File: src/wav_hp_pkg.sv
// Shared types and constants for the WAV header parser.
// Used by the front end, the job queue, the divider back end and the top level.
// No dependencies.
package wav_hp_pkg;

  localparam int unsigned BAUD_W      = 20;
  localparam int unsigned FRAC_BITS   = 8;
  localparam int unsigned SPB_W       = 24;
  localparam int unsigned RATE_W      = 32;
  localparam int unsigned QUEUE_DEPTH = 2;

  localparam logic [BAUD_W-1:0] BAUD_RESET = BAUD_W'(1200);
  localparam logic [SPB_W-1:0]  SPB_MAX    = {SPB_W{1'b1}};

  typedef enum logic [1:0] {
    ST_OK   = 2'd0,
    ST_ERR  = 2'd1,
    ST_BITS = 2'd2
  } status_e;

  typedef struct packed {
    logic [7:0] data_byte;
    logic       end_of_file;
  } in_t;

  typedef struct packed {
    logic [1:0]        status;
    logic [15:0]       channels;
    logic [RATE_W-1:0] rate_hz;
    logic [15:0]       bits_per_sample;
    logic [SPB_W-1:0]  bit_len;
  } out_t;

  // Parsed header waiting for the back end; bit_len still to compute
  typedef struct packed {
    status_e           status;
    logic [15:0]       channels;
    logic [RATE_W-1:0] rate_hz;
    logic [15:0]       bits_per_sample;
  } job_t;

endpackage

File: src/wav_hp_front.sv
// Byte-level header walker: tag checks, field capture, job generation.
// Depends on wav_hp_pkg.
module wav_hp_front (
  input  logic             clk_i,
  input  logic             rst_ni,
  input  logic             in_valid_i,
  input  wav_hp_pkg::in_t  in_data_i,
  input  logic             queue_full_i,
  output logic             in_stall_o,
  output logic             push_o,
  output wav_hp_pkg::job_t push_job_o
);

  typedef enum logic [3:0] {
    PH_RIFF     = 4'd0,
    PH_RIFFSIZE = 4'd1,
    PH_WAVE     = 4'd2,
    PH_SCANFMT  = 4'd3,
    PH_FMTSIZE  = 4'd4,
    PH_FORMAT   = 4'd5,
    PH_CHANNELS = 4'd6,
    PH_RATE     = 4'd7,
    PH_BYTERATE = 4'd8,
    PH_ALIGN    = 4'd9,
    PH_BITS     = 4'd10,
    PH_SCANDATA = 4'd11,
    PH_DATASIZE = 4'd12
  } phase_e;

  localparam logic [31:0] TAG_RIFF = 32'h5249_4646;
  localparam logic [31:0] TAG_WAVE = 32'h5741_5645;
  localparam logic [31:0] TAG_FMT  = 32'h666D_7420;
  localparam logic [31:0] TAG_DATA = 32'h6461_7461;

  function automatic logic [2:0] field_len(input phase_e ph);
    logic [2:0] len;
    unique case (ph)
      PH_FORMAT, PH_CHANNELS, PH_ALIGN, PH_BITS: len = 3'd2;
      default:                                   len = 3'd4;
    endcase
    return len;
  endfunction

  phase_e                        phase_q, phase_d;
  logic [1:0]                    cnt_q, cnt_d;
  logic [31:0]                   win_q, win_d;
  logic [15:0]                   chan_q, chan_d;
  logic [wav_hp_pkg::RATE_W-1:0] rate_q, rate_d;
  logic [15:0]                   bits_q, bits_d;

  logic        accept;
  logic [31:0] shifted;
  logic        last;

  assign in_stall_o = queue_full_i;
  assign accept     = in_valid_i && !queue_full_i;
  assign shifted    = {win_q[23:0], in_data_i.data_byte};
  assign last       = ({1'b0, cnt_q} + 3'd1) >= field_len(phase_q);

  always_comb begin
    phase_d = phase_q;
    cnt_d   = cnt_q;
    win_d   = win_q;
    chan_d  = chan_q;
    rate_d  = rate_q;
    bits_d  = bits_q;
    push_o  = 1'b0;
    // fields become visible only once their phase has been passed
    push_job_o.status          = wav_hp_pkg::ST_ERR;
    push_job_o.channels        = (phase_q > PH_CHANNELS) ? chan_q : '0;
    push_job_o.rate_hz         = (phase_q > PH_RATE) ? rate_q : '0;
    push_job_o.bits_per_sample = (phase_q > PH_BITS) ? bits_q : '0;

    if (accept) begin
      if (in_data_i.end_of_file) begin
        push_o  = 1'b1;
        phase_d = PH_RIFF;
        cnt_d   = '0;
        win_d   = '0;
        chan_d  = '0;
        rate_d  = '0;
        bits_d  = '0;
      end else if (phase_q == PH_SCANFMT || phase_q == PH_SCANDATA) begin
        win_d = shifted;
        if (shifted == ((phase_q == PH_SCANFMT) ? TAG_FMT : TAG_DATA)) begin
          phase_d = phase_e'(4'(phase_q) + 4'd1);
          cnt_d   = '0;
        end
      end else if (4'(phase_q) > 4'(PH_DATASIZE)) begin
        phase_d = PH_RIFF;
        cnt_d   = '0;
        win_d   = '0;
        chan_d  = '0;
        rate_d  = '0;
        bits_d  = '0;
      end else begin
        case (phase_q)
          PH_RIFF, PH_WAVE: win_d = shifted;
          PH_CHANNELS:      chan_d[{cnt_q[0], 3'b000} +: 8] = in_data_i.data_byte;
          PH_RATE:          rate_d[{cnt_q, 3'b000} +: 8] = in_data_i.data_byte;
          PH_BITS:          bits_d[{cnt_q[0], 3'b000} +: 8] = in_data_i.data_byte;
          default:          ;
        endcase

        if (!last) begin
          cnt_d = cnt_q + 2'd1;
        end else begin
          cnt_d = '0;
          if ((phase_q == PH_RIFF && shifted != TAG_RIFF) ||
              (phase_q == PH_WAVE && shifted != TAG_WAVE)) begin
            push_o                     = 1'b1;
            push_job_o.channels        = '0;
            push_job_o.rate_hz         = '0;
            push_job_o.bits_per_sample = '0;
            phase_d = PH_RIFF;
            win_d   = '0;
            chan_d  = '0;
            rate_d  = '0;
            bits_d  = '0;
          end else if (phase_q == PH_DATASIZE) begin
            push_o = 1'b1;
            push_job_o.status = (bits_q == 16'd8 || bits_q == 16'd16) ?
                                wav_hp_pkg::ST_OK : wav_hp_pkg::ST_BITS;
            phase_d = PH_RIFF;
            win_d   = '0;
            chan_d  = '0;
            rate_d  = '0;
            bits_d  = '0;
          end else begin
            phase_d = phase_e'(4'(phase_q) + 4'd1);
          end
        end
      end
    end
  end

  always_ff @(posedge clk_i or negedge rst_ni) begin
    if (!rst_ni) begin
      phase_q <= PH_RIFF;
      cnt_q   <= '0;
      win_q   <= '0;
      chan_q  <= '0;
      rate_q  <= '0;
      bits_q  <= '0;
    end else begin
      phase_q <= phase_d;
      cnt_q   <= cnt_d;
      win_q   <= win_d;
      chan_q  <= chan_d;
      rate_q  <= rate_d;
      bits_q  <= bits_d;
    end
  end

endmodule

File: src/wav_hp_queue.sv
// Short register queue of parsed headers between front end and back end.
// Depends on wav_hp_pkg.
module wav_hp_queue (
  input  logic             clk_i,
  input  logic             rst_ni,
  input  logic             push_i,
  input  wav_hp_pkg::job_t push_job_i,
  input  logic             pop_i,
  output logic             full_o,
  output logic             nonempty_o,
  output wav_hp_pkg::job_t head_o
);

  localparam int unsigned DEPTH = wav_hp_pkg::QUEUE_DEPTH;
  localparam int unsigned PTR_W = (DEPTH > 1) ? $clog2(DEPTH) : 1;
  localparam int unsigned CNT_W = $clog2(DEPTH + 1);

  wav_hp_pkg::job_t entry_q [DEPTH];
  logic [PTR_W-1:0] wr_q, rd_q;
  logic [CNT_W-1:0] count_q;

  assign full_o     = (count_q == CNT_W'(DEPTH));
  assign nonempty_o = (count_q != '0);
  assign head_o     = entry_q[rd_q];

  always_ff @(posedge clk_i) begin
    if (push_i) begin
      entry_q[wr_q] <= push_job_i;
    end
  end

  always_ff @(posedge clk_i or negedge rst_ni) begin
    if (!rst_ni) begin
      wr_q    <= '0;
      rd_q    <= '0;
      count_q <= '0;
    end else begin
      if (push_i) begin
        wr_q <= (wr_q == PTR_W'(DEPTH - 1)) ? '0 : wr_q + PTR_W'(1);
      end
      if (pop_i) begin
        rd_q <= (rd_q == PTR_W'(DEPTH - 1)) ? '0 : rd_q + PTR_W'(1);
      end
      if (push_i && !pop_i) begin
        count_q <= count_q + CNT_W'(1);
      end else if (pop_i && !push_i) begin
        count_q <= count_q - CNT_W'(1);
      end
    end
  end

endmodule

File: src/wav_hp_back.sv
// Back end: restoring divider for samples per bit and the output register.
// Depends on wav_hp_pkg.
module wav_hp_back (
  input  logic                          clk_i,
  input  logic                          rst_ni,
  input  logic [wav_hp_pkg::BAUD_W-1:0] baud_i,
  input  logic                          job_valid_i,
  input  wav_hp_pkg::job_t              job_i,
  output logic                          pop_o,
  output logic                          out_valid_o,
  input  logic                          out_stall_i,
  output wav_hp_pkg::out_t              out_data_o
);

  localparam int unsigned NUM_W = wav_hp_pkg::RATE_W + wav_hp_pkg::FRAC_BITS;
  localparam int unsigned DIV_W = wav_hp_pkg::BAUD_W + 1;
  localparam int unsigned CNT_W = $clog2(NUM_W);

  typedef enum logic {
    BK_IDLE,
    BK_DIV
  } back_state_e;

  back_state_e      state_q;
  logic             out_valid_q;
  wav_hp_pkg::out_t out_q;
  wav_hp_pkg::job_t job_q;
  logic [NUM_W-1:0] num_q;
  logic [NUM_W-1:0] quo_q;
  logic [DIV_W-1:0] rem_q;
  logic [CNT_W-1:0] cnt_q;

  logic             out_free;
  logic [DIV_W-1:0] divisor;
  logic [DIV_W:0]   trial;
  logic             qbit;
  logic [NUM_W-1:0] quo_next;
  logic             div_start;
  logic             out_set;

  assign out_free    = !out_valid_q || !out_stall_i;
  assign pop_o       = (state_q == BK_IDLE) && job_valid_i && out_free;
  assign divisor     = {baud_i, 1'b0};
  assign trial       = {rem_q, num_q[NUM_W-1]};
  assign qbit        = (trial >= {1'b0, divisor});
  assign quo_next    = {quo_q[NUM_W-2:0], qbit};
  assign out_valid_o = out_valid_q;
  assign out_data_o  = out_q;

  // divide only for a good header with a nonzero baud
  assign div_start = pop_o && (job_i.status == wav_hp_pkg::ST_OK) && (baud_i != '0);
  assign out_set   = (pop_o && !div_start) || (state_q == BK_DIV && cnt_q == '0);

  always_ff @(posedge clk_i) begin
    if (pop_o) begin
      job_q <= job_i;
      num_q <= {job_i.rate_hz, {wav_hp_pkg::FRAC_BITS{1'b0}}};
      rem_q <= '0;
    end else if (state_q == BK_DIV) begin
      num_q <= {num_q[NUM_W-2:0], 1'b0};
      rem_q <= qbit ? DIV_W'(trial - {1'b0, divisor}) : trial[DIV_W-1:0];
      quo_q <= quo_next;
    end
  end

  always_ff @(posedge clk_i or negedge rst_ni) begin
    if (!rst_ni) begin
      state_q     <= BK_IDLE;
      out_valid_q <= 1'b0;
      out_q       <= '0;
      cnt_q       <= '0;
    end else begin
      if (out_set) begin
        out_valid_q <= 1'b1;
      end else if (out_valid_q && !out_stall_i) begin
        out_valid_q <= 1'b0;
      end
      unique case (state_q)
        BK_IDLE: begin
          if (div_start) begin
            state_q <= BK_DIV;
            cnt_q   <= CNT_W'(NUM_W - 1);
          end else if (pop_o) begin
            out_q.status          <= job_i.status;
            out_q.channels        <= job_i.channels;
            out_q.rate_hz         <= job_i.rate_hz;
            out_q.bits_per_sample <= job_i.bits_per_sample;
            out_q.bit_len         <= (job_i.status == wav_hp_pkg::ST_OK) ?
                                     wav_hp_pkg::SPB_MAX : '0;
          end
        end
        BK_DIV: begin
          cnt_q <= cnt_q - CNT_W'(1);
          if (cnt_q == '0) begin
            state_q               <= BK_IDLE;
            out_q.status          <= job_q.status;
            out_q.channels        <= job_q.channels;
            out_q.rate_hz         <= job_q.rate_hz;
            out_q.bits_per_sample <= job_q.bits_per_sample;
            out_q.bit_len         <= (quo_next > NUM_W'(wav_hp_pkg::SPB_MAX)) ?
                                     wav_hp_pkg::SPB_MAX :
                                     quo_next[wav_hp_pkg::SPB_W-1:0];
          end
        end
        default: state_q <= BK_IDLE;
      endcase
    end
  end

endmodule

File: src/wav_header_parser_top.sv
// WAV header parser top level: baud register, front end, job queue, back end.
// Depends on wav_hp_pkg, wav_hp_front, wav_hp_queue and wav_hp_back.
//
// channel  | handshake              | payload
// ---------+------------------------+------------------------------------------
// in       | in_valid_i / in_stall_o   | wav_hp_pkg::in_t  (byte, end of file)
// out      | out_valid_o / out_stall_i | wav_hp_pkg::out_t (status, fields, spb)
// cfg      | cfg_we_i                  | cfg_wdata_i (baud rate)
//
// Header bytes are taken one per cycle; the front end stalls only when the
// two-entry job queue is full. A result for a good header with nonzero baud
// is computed in the back end one quotient bit per cycle over the 40-bit
// numerator; any other result is registered directly from the popped job.
// Reset restores baud 1200 and an empty pipeline expecting a new "RIFF" tag.
module wav_header_parser_top (
  input  logic                          clk_i,
  input  logic                          rst_ni,
  input  logic                          in_valid_i,
  output logic                          in_stall_o,
  input  wav_hp_pkg::in_t               in_data_i,
  output logic                          out_valid_o,
  input  logic                          out_stall_i,
  output wav_hp_pkg::out_t              out_data_o,
  input  logic                          cfg_we_i,
  input  logic [wav_hp_pkg::BAUD_W-1:0] cfg_wdata_i
);

  logic [wav_hp_pkg::BAUD_W-1:0] baud_q;
  logic                          push;
  wav_hp_pkg::job_t              push_job;
  logic                          queue_full;
  logic                          queue_nonempty;
  logic                          pop;
  wav_hp_pkg::job_t              head;

  always_ff @(posedge clk_i or negedge rst_ni) begin
    if (!rst_ni) begin
      baud_q <= wav_hp_pkg::BAUD_RESET;
    end else if (cfg_we_i) begin
      baud_q <= cfg_wdata_i;
    end
  end

  wav_hp_front u_front (
    .clk_i        (clk_i),
    .rst_ni       (rst_ni),
    .in_valid_i   (in_valid_i),
    .in_data_i    (in_data_i),
    .queue_full_i (queue_full),
    .in_stall_o   (in_stall_o),
    .push_o       (push),
    .push_job_o   (push_job)
  );

  wav_hp_queue u_queue (
    .clk_i      (clk_i),
    .rst_ni     (rst_ni),
    .push_i     (push),
    .push_job_i (push_job),
    .pop_i      (pop),
    .full_o     (queue_full),
    .nonempty_o (queue_nonempty),
    .head_o     (head)
  );

  wav_hp_back u_back (
    .clk_i       (clk_i),
    .rst_ni      (rst_ni),
    .baud_i      (baud_q),
    .job_valid_i (queue_nonempty),
    .job_i       (head),
    .pop_o       (pop),
    .out_valid_o (out_valid_o),
    .out_stall_i (out_stall_i),
    .out_data_o  (out_data_o)
  );

endmodule
File: config.mk
export PLATFORM = sky130hd
export DESIGN_NAME = wav_header_parser_top
export DESIGN_NICKNAME = d
export VERILOG_FILES = /design/src/wav_hp_pkg.sv /design/src/wav_hp_front.sv /design/src/wav_hp_queue.sv /design/src/wav_hp_back.sv /design/src/wav_header_parser_top.sv
export SDC_FILE = /design/constraint.sdc
export NUM_CORES = 1
export LEC_CHECK = 0
export BUFFER_PORTS_ARGS = -buffer_cell sky130_fd_sc_hd__buf_2
export CORE_UTILIZATION = 68
export CTS_BUF_LIST = sky130_fd_sc_hd__clkbuf_4
export DETAILED_ROUTE_END_ITERATION = 6
export GPL_ROUTABILITY_DRIVEN = 0
export PLACE_DENSITY = 0.88
export SLEW_MARGIN = 20
export SYNTH_ARGS = -nofsm -noshare
export SYNTH_HDL_FRONTEND = slang
export SYNTH_SLANG_ARGS = --single-unit
File: constraint.sdc
create_clock -name clk_i -period 15.1 [get_ports clk_i]
set_input_delay 3.02 -clock clk_i [delete_from_list [all_inputs] [get_ports clk_i]]
set_output_delay 3.02 -clock clk_i [all_outputs]
set_load 0.01 [all_outputs]
# Word-level counts from Yosys, hierarchy flattened
# Memory sizes are Yosys's and may differ from the RTL's.
# Cells that the tools add are included.
# Widths: inputs -> output; s select.
[op_classes] addsub=11 order_cmp=7 eq_ne=21 shift=4 muxes=86 n_bitwise=2 reduce_logical=39
[ops] op="$mux 32" count=15
[ops] op="$mux 66" count=5
[ops] op="$mux 90" count=3
[ops] op="$mux 16" count=16
[ops] op="$pmux 90 s2" count=1
[ops] op="$mux 40" count=2
[ops] op="$mux 64" count=1
[ops] op="$ne 32x31->1 const B" count=2
[ops] op="$mux 24" count=2
[ops] op="$gt 40x24->1 const B" count=1
[ops] op="$bwmux 16" count=2
[ops] op="$bwmux 32" count=1
[ops] op="$eq 32x32->1" count=1
[ops] op="$shift 8x7->32 const A" count=1
[ops] op="$shiftx 8x7->32" count=1
[ops] op="$mux 4" count=7
[ops] op="$mux 26" count=1
[ops] op="$ge 22x21->1" count=1
[ops] op="$mux 21" count=1
[ops] op="$sub 21x21->21" count=1
[ops] op="$mux 2" count=10
[ops] op="$reduce_bool 20->1" count=1
[ops] op="$eq 16x4->1 const B" count=1
[ops] op="$eq 16x5->1 const B" count=1
[ops] op="38 further kinds" count=92
[totals] ff_bits=382 ram_bits=132 input_bits=34 wordCells=196 mem_count=1
[memory_table] memory="u_queue.entry_q" depth=2 word_bits=66 read_ports=1 rd_clocked_by_memory_dff=0 write_ports=1 line="wav_hp_queue.sv:18" source="wav_hp_pkg::job_t entry_q [DEPTH];"

# Longest topological paths before layout
# Gate-level depths: netlist of run 1.
[logic_depth] depth_word=13 mapped_depth=14 ltp_nobuf=13

# Cells and area by module
# Synthesis of run 1 repeated with hierarchy kept, for this count alone.
[hier_totals] hier_cells=1590 area_unflattened_um2=21743.4
[by_module_without_submodules] module="wav_hp_back" n_inst=1 cells_each=851 area_per_inst_um2=10999.3 seq_area_each_um2=6986.7
[by_module_without_submodules] module="wav_hp_queue" n_inst=1 cells_each=221 area_per_inst_um2=5064.9 seq_area_each_um2=4063.9
[by_module_without_submodules] module="wav_hp_front" n_inst=1 cells_each=476 area_per_inst_um2=4850.9 seq_area_each_um2=2352.3
[by_module_without_submodules] module="wav_header_parser_top" n_inst=1 cells_each=42 area_per_inst_um2=828.3 seq_area_each_um2=505.5

# Least setup slack after synthesis of run 1
# No wires, ideal clock.
[synth_path] kind="input to register" start="input port in_data_i[1] (netlist name)" end="memory u_queue.entry_q[0][0] (netlist name) (enable)" arrival_ps=6698 required_time_ps=14610 path_slack_ps=7911 path_stages=8 path_cell_list="and4b_1 -> nand4_1 -> a22o_1 -> a2bb2oi_1 -> nand2_1 -> a21oi_1 -> or2_2 -> nor2_1"
[synth_via] elab_chain_cells=11 elab_cells_between_ends=13 cone_classes="eq/ne (2); mux (8); reduce/logical (3)"
[synth_rtl] item="start, declared" line="wav_header_parser_top.sv:20" source="input wav_hp_pkg::in_t in_data_i,"
[synth_rtl] item="$ne 32x31->1, on equally long branches" line="wav_hp_front.sv:109, wav_hp_front.sv:110"
[synth_rtl] item="$logic_and 1x1->1, on equally long branches" line="wav_hp_front.sv:109, wav_hp_front.sv:110"
[synth_rtl] item="$logic_or 1x1->1 (*)" line="wav_hp_front.sv:109" source="if ((phase_q == PH_RIFF && shifted != TAG_RIFF) ||"
[synth_rtl] item="$mux 1 (*)" line="wav_hp_front.sv:109"
[synth_rtl] item="$mux 1 (*)" line="wav_hp_front.sv:105" source="if (!last) begin"
[synth_rtl] item="$mux 1 (*)" line="wav_hp_front.sv:89" source="end else if (4'(phase_q) > 4'(PH_DATASIZE)) begin"
[synth_rtl] item="$mux 1 (*)" line="wav_hp_front.sv:83" source="end else if (phase_q == PH_SCANFMT || phase_q == PH_SCANDATA) begin"
[synth_rtl] item="$mux 1 (*)" line="wav_hp_front.sv:75" source="if (in_data_i.end_of_file) begin"
[synth_rtl] item="$mux 1 (*)" line="wav_hp_front.sv:74" source="if (accept) begin"
[synth_rtl] item="$mux 1 (*)" line="wav_hp_queue.sv:27" source="if (push_i) begin"
[synth_rtl] item="$mux 1 (not written as such) (*)" line="wav_hp_queue.sv:28" source="entry_q[wr_q] <= push_job_i;"
[synth_rtl] item="end, declared" line="wav_hp_queue.sv:18"
# Every way passes the cells marked *; elsewhere a longest branch is shown, timed or not.

# Worst setup path in the final report of run 1
[layout_path] start="input port out_stall_i" end="register u_back.out_q, in the netlist u_back.out_data_o[41]"
[layout_via] elab_chain_cells=7 elab_cells_between_ends=8 cone_classes="eq/ne (2); reduce/logical (6)"
[layout_rtl] item="start, declared" line="wav_header_parser_top.sv:22" source="input logic out_stall_i,"
[layout_rtl] item="$logic_not 1->1 (*)" line="wav_hp_back.sv:41" source="assign out_free = !out_valid_q || !out_stall_i;"
[layout_rtl] item="$logic_or 1x1->1 (*)" line="wav_hp_back.sv:41"
[layout_rtl] item="$logic_and 1x1->1 (*)" line="wav_hp_back.sv:42" source="assign pop_o = (state_q == BK_IDLE) && job_valid_i && out_free;"
[layout_rtl] item="$logic_and 1x1->1 (2 in a row)" line="wav_hp_back.sv:51" source="assign div_start = pop_o && (job_i.status == wav_hp_pkg::ST_OK) && (baud_i != '0);"
[layout_rtl] item="$ne 2x2->1 (no source line)"
[layout_rtl] item="$reduce_and 3->1 (no source line) (*)"
[layout_rtl] item="end, declared" line="wav_hp_back.sv:26" source="wav_hp_pkg::out_t out_q;"
# Marks and branches as above.
# A chain may end at the register's enable or synchronous reset.

==> summary.txt, run 1 <==
Run status
  – Status: complete, no violations

Critical path
  – Worst setup SP type: primary input
  – Flop-to-flop setup slack: ~11000 ps
  – Arrival time at the worst endpoint: between 6000 and 7000 ps
  – Crit-path max FO: 136
  – Critical Path End Type: flip-flop
  – WP data required: about 16000 ps
  – Crit Path Category: in -> reg

Routing
  – WL final: around 45000 um
  – Antenna violation net count after detailed routing: 0
  – Avg Vias per Cell: 6.002
  – Detailed-route wire length per cell: 18.90 um
  – Drt initial violations: 1351
  – TritonRoute pass-1 iters: 5
  – Via Count: 14290
  – Post-route DRC: 0

STA
  – Final slew viol count: 0
  – Setup TNS: 0 ps
  – Final Setup Violations: 0
  – Final Hold Fails: 0
  – Max_slew headroom: 31.58%
  – Period utilization: 36.77%
  – Clock Skew: 68.84 ps
  – Final hold slack: 433.2 ps
  – RSZ-0062 raised after global routing: false
  – Max Freq: ~180 MHz
  – Final Critical Period: ~5600 ps
  – Worst Tran Pin Value: a little over 1000 ps

Floorplanning
  – Die height: approximately 180 um
  – Starting density of the core: between 60% and 70%
  – Placeable core area: 29950 um^2
  – Placement Rows: 63
  – Die area: 31450 um^2
  – IO Pins: 126
  – Die Span X: 177.4 um

Pwr
  – Pwr/cell area: 207.2 nW/um^2
  – Leak Pwr: between 0.01 and 0.015 uW
  – Worst vdd ir: roughly 0.00010 V

Cells and area
  – Share of cells above drive strength 1: 20.16%
  – Number of nets in the layout: 1950
  – Final Util: 78.20%
  – Area Overhead vs Synth: 12.03%
  – Layout Cells excl Fill: 2381
  – Design area: 23430 um^2

Hold path
  – Hold Crit Class: reg -> reg

Job
  – MaxCap Viol Count: 0

Logic synthesis
  – Syn Inst Count: 1708
  – Ys flop type: edfxtp_1
  – Syn_nets: 1775
  – Sequential area share after synthesis: 66.52%
  – Yosys warns: 0
  – Cell area after synthesis: about 21000 um^2
  – Avg Cell Area, Syn: 12.24 um^2
  – FFs w/ async S/R, synth: 42.69%
  – Yosys cell types: 71
  – EDFF count, synth: between 200 and 300
  – #FFs+latches synth: 506

Clock tree
  – Maximum root-to-sink buffer count: 3
  – CTS tree: yes
  – H-tree depth: 3
  – Hold Buf Count CTS: 0
  – Setup bufs post-CTS: 0
  – Clock root buffer: clkbuf_4
  – Worst-Skew Late Latency: 790 ps
  – Total clock sinks: 506
  – Reg clk slew, reported paths: 80 ps
  – CTS resizes: 0
  – Num CTS Buffers: 119

Place
  – Post-DP HPWL: roughly 28000 um
  – Placed Area: 21830 um^2
  – Port Buffers: 125
  – Inst Count DP: roughly 2200

GRT
  – Maximum number of pins on one net before global-route repair: around 140
  – GRT Util Overall: 29.32%
  – Total grt overflow: 0
  – Vias in the first global route: 14410
  – Antenna violations before repair: 2
  – First-pass GRT wire length: 71860 um
[stage by stage]
step	setup slack, ps	total power, uW
2_1_floorplan	7911	3262
4_1_cts	9330	4867
3_5_place_dp	8595	3746
6_report	9548	4855
5_1_grt	9350	5156
3_3_place_gp	8978	3630
[cell type report]
| class | count | area (um^2) |
|---|---|---|
| Clock buffer | 188 | 1411 |
| Multi-Input combinational cell | 1036 | 6382 |
| Clock inverter | 39 | 172.7 |
| Fill cell | 1699 | 6529 |
| Inverter | 80 | 300.3 |
| Tap cell | 390 | 488.0 |
| Sequential cell | 506 | 13910 |
| Antenna cell | 2 | 5.005 |
| Timing Repair Buffer | 140 | 750.7 |
[sequential cells by signal, summed over array words and instances (netlist names), 2 cells and up]
| register | flops |
|---|---|
| u_queue.entry_q | 132 |
| u_back.out_data_o | 90 |
| u_back.job_q | 66 |
| u_back.quo_q | 39 |
| u_back.num_q | 32 |
| u_front.rate_q | 32 |
| u_front.win_q | 24 |
| u_back.rem_q | 21 |
| baud_q | 20 |
| u_front.bits_q | 16 |
| u_front.chan_q | 16 |
| u_back.cnt_q | 6 |
| u_front.phase_q | 4 |
| u_front.cnt_q | 2 |
| u_queue.count_q | 2 |
[critical path, cell delays in order]
cell and delay (ps):
buf_2 100, nand2_1 110, o21ai_0 120, nand2b_2 200
buf_4 330, nor2_1 250, o21ai_1 180, a21boi_0 290
or2_4 450, buf_6 620, o21ai_0 270
[cells by family after synthesis]
logic type	synth area share (%)
flip-flops	66.52
AND/OR/NAND/NOR	10.57
AO/OA/AOI/OAI	10.94
buffers and inverters	3.028
multiplexers	5.852
adder cells (fa/ha/maj)	2.046
XOR/XNOR	1.047
[cell usage after synthesis (5+ instances only)]
master / instances / area share (%)
dfrtp_1: 212 / 25
nor4_1: 12 / 0.36
mux2_2: 34 / 1.8
a21oi_1: 78 / 1.9
nor2_1: 94 / 1.7
nand2_1: 227 / 4.1
inv_1: 76 / 1.4
xnor2_1: 14 / 0.59
clkbuf_1: 73 / 1.3
dfxtp_1: 21 / 2.0
xor2_1: 11 / 0.46
and2_1: 49 / 1.5
o21ai_1: 15 / 0.36
nor3_1: 7 / 0.17
ha_1: 31 / 1.9
buf_2: 7 / 0.17
nand4_1: 5 / 0.15
mux2i_1: 84 / 4.0
edfxtp_1: 269 / 39
a32o_1: 14 / 0.67
buf_1: 5 / 0.090
nor2b_1: 20 / 0.60
nand2b_1: 7 / 0.21
or4_1: 5 / 0.18
o31ai_1: 9 / 0.32
a22o_1: 37 / 1.5
o21ai_0: 187 / 4.5
a21o_1: 14 / 0.50
nand3_1: 18 / 0.43
[cells in the final DEF, fill, tap and decap left out, types with 6 or more instances in the layout]
cell type  Yosys  final
a32o_1        14     14
and2_1        49     48
nand2b_1       7      6
nor2_1        94     93
o31ai_1        9      9
nor4_1        12     12
a21o_1        14     14
mux2_2        34     34
edfxtp_1     269    269
nand3_1       18     18
o21ai_0      187    187
xor2_1        11     11
nor3_1         7      7
buf_2          7    124
ha_1          31     31
o21ai_1       15     15
nor2b_1       20     20
inv_1         76     75
dfxtp_1       21     21
buf_4          0     14
nand2_1      227    227
xnor2_1       14     14
dfrtp_1      212    209
a21oi_1       78     78
mux2i_1       84     84
clkbuf_4       0    188
a22o_1        37     37
clkinv_1       1     30
[where the power goes]
| part | internal, uW | leakage, uW | switching [uW] |
|---|---|---|---|
| sequential | 1980 | 0.00554 | 258 |
| combinational | 562 | 0.00363 | 949 |
| clock | 570 | 0.000952 | 536 |
| total | 3110 | 0.0101 | 1740 |
[worst paths after layout]
path	startpoint	endpoint	cells after the start
max	out_stall_i	u_back.out_data_o[41]	11
min	u_back.quo_q[32]	u_back.quo_q[33]	0
max reg2reg	u_front.phase_q[3]	u_queue.entry_q[1][56]	10
min reg2reg	u_back.quo_q[32]	u_back.quo_q[33]	0
max in group asynchronous	rst_ni	u_front.phase_q[3]	3
min in group asynchronous	rst_ni	baud_q[0]	1
[routing by layer]
| layer | global-route usage (%) | part of all wire [%] |
|---|---|---|
| met4 | 12.64 | 3.0 |
| met3 | 5.570 | 7.2 |
| met1 | 37.92 | 40 |
| met2 | 48.80 | 50 |
| met5 | 0 | 0 |
Note: power is estimated with default switching activity, not from simulation.
==> run 2, diff against run 1 <==
--- a/config.mk
+++ b/config.mk
@@ -6,11 +6,11 @@
 export NUM_CORES = 1
 export LEC_CHECK = 0
 export BUFFER_PORTS_ARGS = -buffer_cell sky130_fd_sc_hd__buf_2
-export CORE_UTILIZATION = 68
+export CORE_UTILIZATION = 57
 export CTS_BUF_LIST = sky130_fd_sc_hd__clkbuf_4
 export DETAILED_ROUTE_END_ITERATION = 6
 export GPL_ROUTABILITY_DRIVEN = 0
-export PLACE_DENSITY = 0.88
+export PLACE_DENSITY = 0.78
 export SLEW_MARGIN = 20
 export SYNTH_ARGS = -nofsm -noshare
 export SYNTH_HDL_FRONTEND = slang
==> constraint.sdc (replaced) <==
create_clock -name clk_i -period 4.79 [get_ports clk_i]
set_input_delay 0.958 -clock clk_i [delete_from_list [all_inputs] [get_ports clk_i]]
set_output_delay 0.958 -clock clk_i [all_outputs]
set_load 0.01 [all_outputs]
==> run 2 against run 1 <==
Effect of this change:
- the run now ends with DRC left
- sequential power rose to 3.1 times the previous value
- clock skew is 5.3 ps lower
- global-route usage down 6.0 points
- sequential share of layout area down 0.47 points
- worst hold slack got worse by 200 ps
- final cell count up 3.0%
- power increased to 3.1 times the previous value
- die area is 19% higher
- largest power group unchanged
==> summary.txt, run 2 (synthesis results as in run 1) <==
STA
  – Max_slew headroom: 33.70%
  – Clock Skew: 63.56 ps
  – Final slew viol count: 0
  – RSZ-0062 raised after global routing: false
  – Setup TNS: 0 ps
  – Period utilization: 76.47%
  – Final hold slack: approximately 240 ps
  – Max Freq: 273.0 MHz
  – Setup WS post-layout: 1127 ps
  – Final Setup Violations: 0
  – Final Critical Period: 3663 ps
  – Worst Tran Pin Value: 994.4 ps
  – Final Hold Fails: 0

Critical path
  – Crit-path max FO: 41
  – Flop-to-flop setup slack: 1130 ps
  – Crit path buf inv count: 3
  – Worst R2R End: u_queue.entry_q[1][38]
  – Worst path most repeated cell: inv_1
  – Crit Path Category: reg -> reg
  – R2R depth: 10
  – CP Cell Sequence: nor2b_1 > o22a_1 > fa_1 > inv_1 > nor2_1 > a21oi_1 > or2_2 > inv_1 > and2_2 > buf_12
  – WP data required: 5220 ps
  – Reg2Reg Launch Point: u_front.phase_q[2]
  – Critical Path End Type: flip-flop
  – Arrival time at the worst endpoint: just over 4000 ps
  – Delay-heaviest family, CP: simple AND/OR/NAND/NOR gates
  – Worst setup SP type: flip-flop
  – Slowest stage cell, crit path: nor2b_1
  – Max incr delay on CP: between 600 and 700 ps

Floorplanning
  – Placeable core area: ~36000 um^2
  – IO Pins: roughly 130
  – Die Span X: between 150 and 200 um
  – Starting density of the core: 58.36%
  – Die height: between 150 and 200 um
  – Placement Rows: 69
  – Die area: about 37000 um^2

Pwr
  – Worst vdd ir: 0.0002695 V
  – Pwr/cell area: 646.7 nW/um^2
  – Leak Pwr: around 0.010 uW
  – Total power: 15270 uW

GRT
  – First-pass GRT wire length: 70310 um
  – Vias in the first global route: around 14000
  – GRT Util Overall: 23.29%
  – Antenna violations before repair: 1
  – Total grt overflow: 0
  – Maximum number of pins on one net before global-route repair: 100

Clock tree
  – Total clock sinks: 506
  – Clock root buffer: clkbuf_4
  – Hold Buf Count CTS: 0
  – Worst-Skew Late Latency: 810 ps
  – Reg clk slew, reported paths: 80 ps
  – Num CTS Buffers: approximately 120
  – Setup bufs post-CTS: 0
  – CTS tree: yes
  – CTS resizes: 0
  – H-tree depth: 3
  – Maximum root-to-sink buffer count: 3

Cells and area
  – Register Area: 13910 um^2
  – Filler cells: 2711
  – Area of the multi-input gates: 6382 um^2
  – Max FFs per register: roughly 130
  – Largest reg by FF count: u_queue.entry_q
  – Share of cells above drive strength 1: between 20% and 30%
  – Number of nets in the layout: 1957
  – Commonest non-fill, non-tap cell in the layout: edfxtp_1
  – Area Overhead vs Synth: 12.91%
  – Final Util: 65.90%
  – Most frequent cells in the layout: edfxtp_1 (269), nand2_1 (227), dfrtp_1 (210), clkbuf_4 (198), o21ai_0 (187)

Hold path
  – Hold Crit Class: in -> async

Routing
  – Antenna violation net count after detailed routing: 0
  – Via Count: 13620
  – WL final: 42380 um
  – Post-route DRC: 9
  – Avg Vias per Cell: about 5.6
  – TritonRoute pass-1 iters: 7
  – Drt initial violations: between 800 and 900
  – Detailed-route wire length per cell: 17.29 um

Place
  – Post-DP HPWL: 27030 um
  – Dpl ws: 1086 ps
  – Port Buffers: 125

Job
  – MaxCap Viol Count: 0

Run status
  – Failing checks: DRC
  – Status: finished with violations
run 2: cell count changes in the layout (fill, tap and decap cells not counted), sizes merged:
cell	delta
inv	-2
clkbuf	+10
buf	+5
bufinv	+1
clkinv	-13
diode	-1
run 2: worst reg2reg max path: cells and delay by family (launching register included):
kind                       cells  cell delay, ps
adders and majority gates      1             220
DFF                            1             510
AOI/OAI and AO/OA              2             330
and+or+nand+nor                4            1680
buffers and inverters          3             520
run 2: worst max path at each step:
stage,startpoint,to,slack [ps],depth (start not counted)
floorplan,out_stall_i,u_back.num_q[10],420,7
global placement,in_data_i[8],u_queue.entry_q[1][38],1170,11
detailed placement,in_data_i[8],u_queue.entry_q[1][39],1090,11
CTS,u_front.phase_q[2],u_queue.entry_q[1][39],1220,10
global route,u_front.phase_q[2],u_queue.entry_q[1][39],960,10
finish,u_front.phase_q[2],u_queue.entry_q[1][38],1130,10
run 2: final cells by class:
class,count,area share (%)
sequential,506,58.93
multi-input combinational,1036,27.03
clock buffer,198,6.296
timing repair buffer,145,3.482
tap,461,2.443
inverter,80,1.272
clock inverter,25,0.5352
antenna,1,0.01060
run 2: power by group:
group	internal (uW)	total [uW]	switching, uW	leakage, uW
registers	6240	6940	701	0.00554
logic	1800	4770	2960	0.00367
clock network	1910	3570	1660	0.000977
run 2: stage by stage:
stage | instances | instance area [um^2]
final | 2452 | 23610
after global routing | 2452 | 23610
after CTS | 2451 | 23610
after detailed placement | 2228 | 21990
after global placement | 2228 | 21990
after floorplan | 1708 | 20910
run 2: per-layer routing:
layer / up-vias / global-route usage [%] / share of wire, % / wire length (um)
met5: - / 0 / 0 / 0
met3: 69 / 5.178 / 5.6 / 2370
met4: 0 / 9.215 / 2.2 / 942
li1: 6547 / - / - / -
met1: 6621 / 30.60 / 44 / 18580
met2: 387 / 37.89 / 48 / 20490
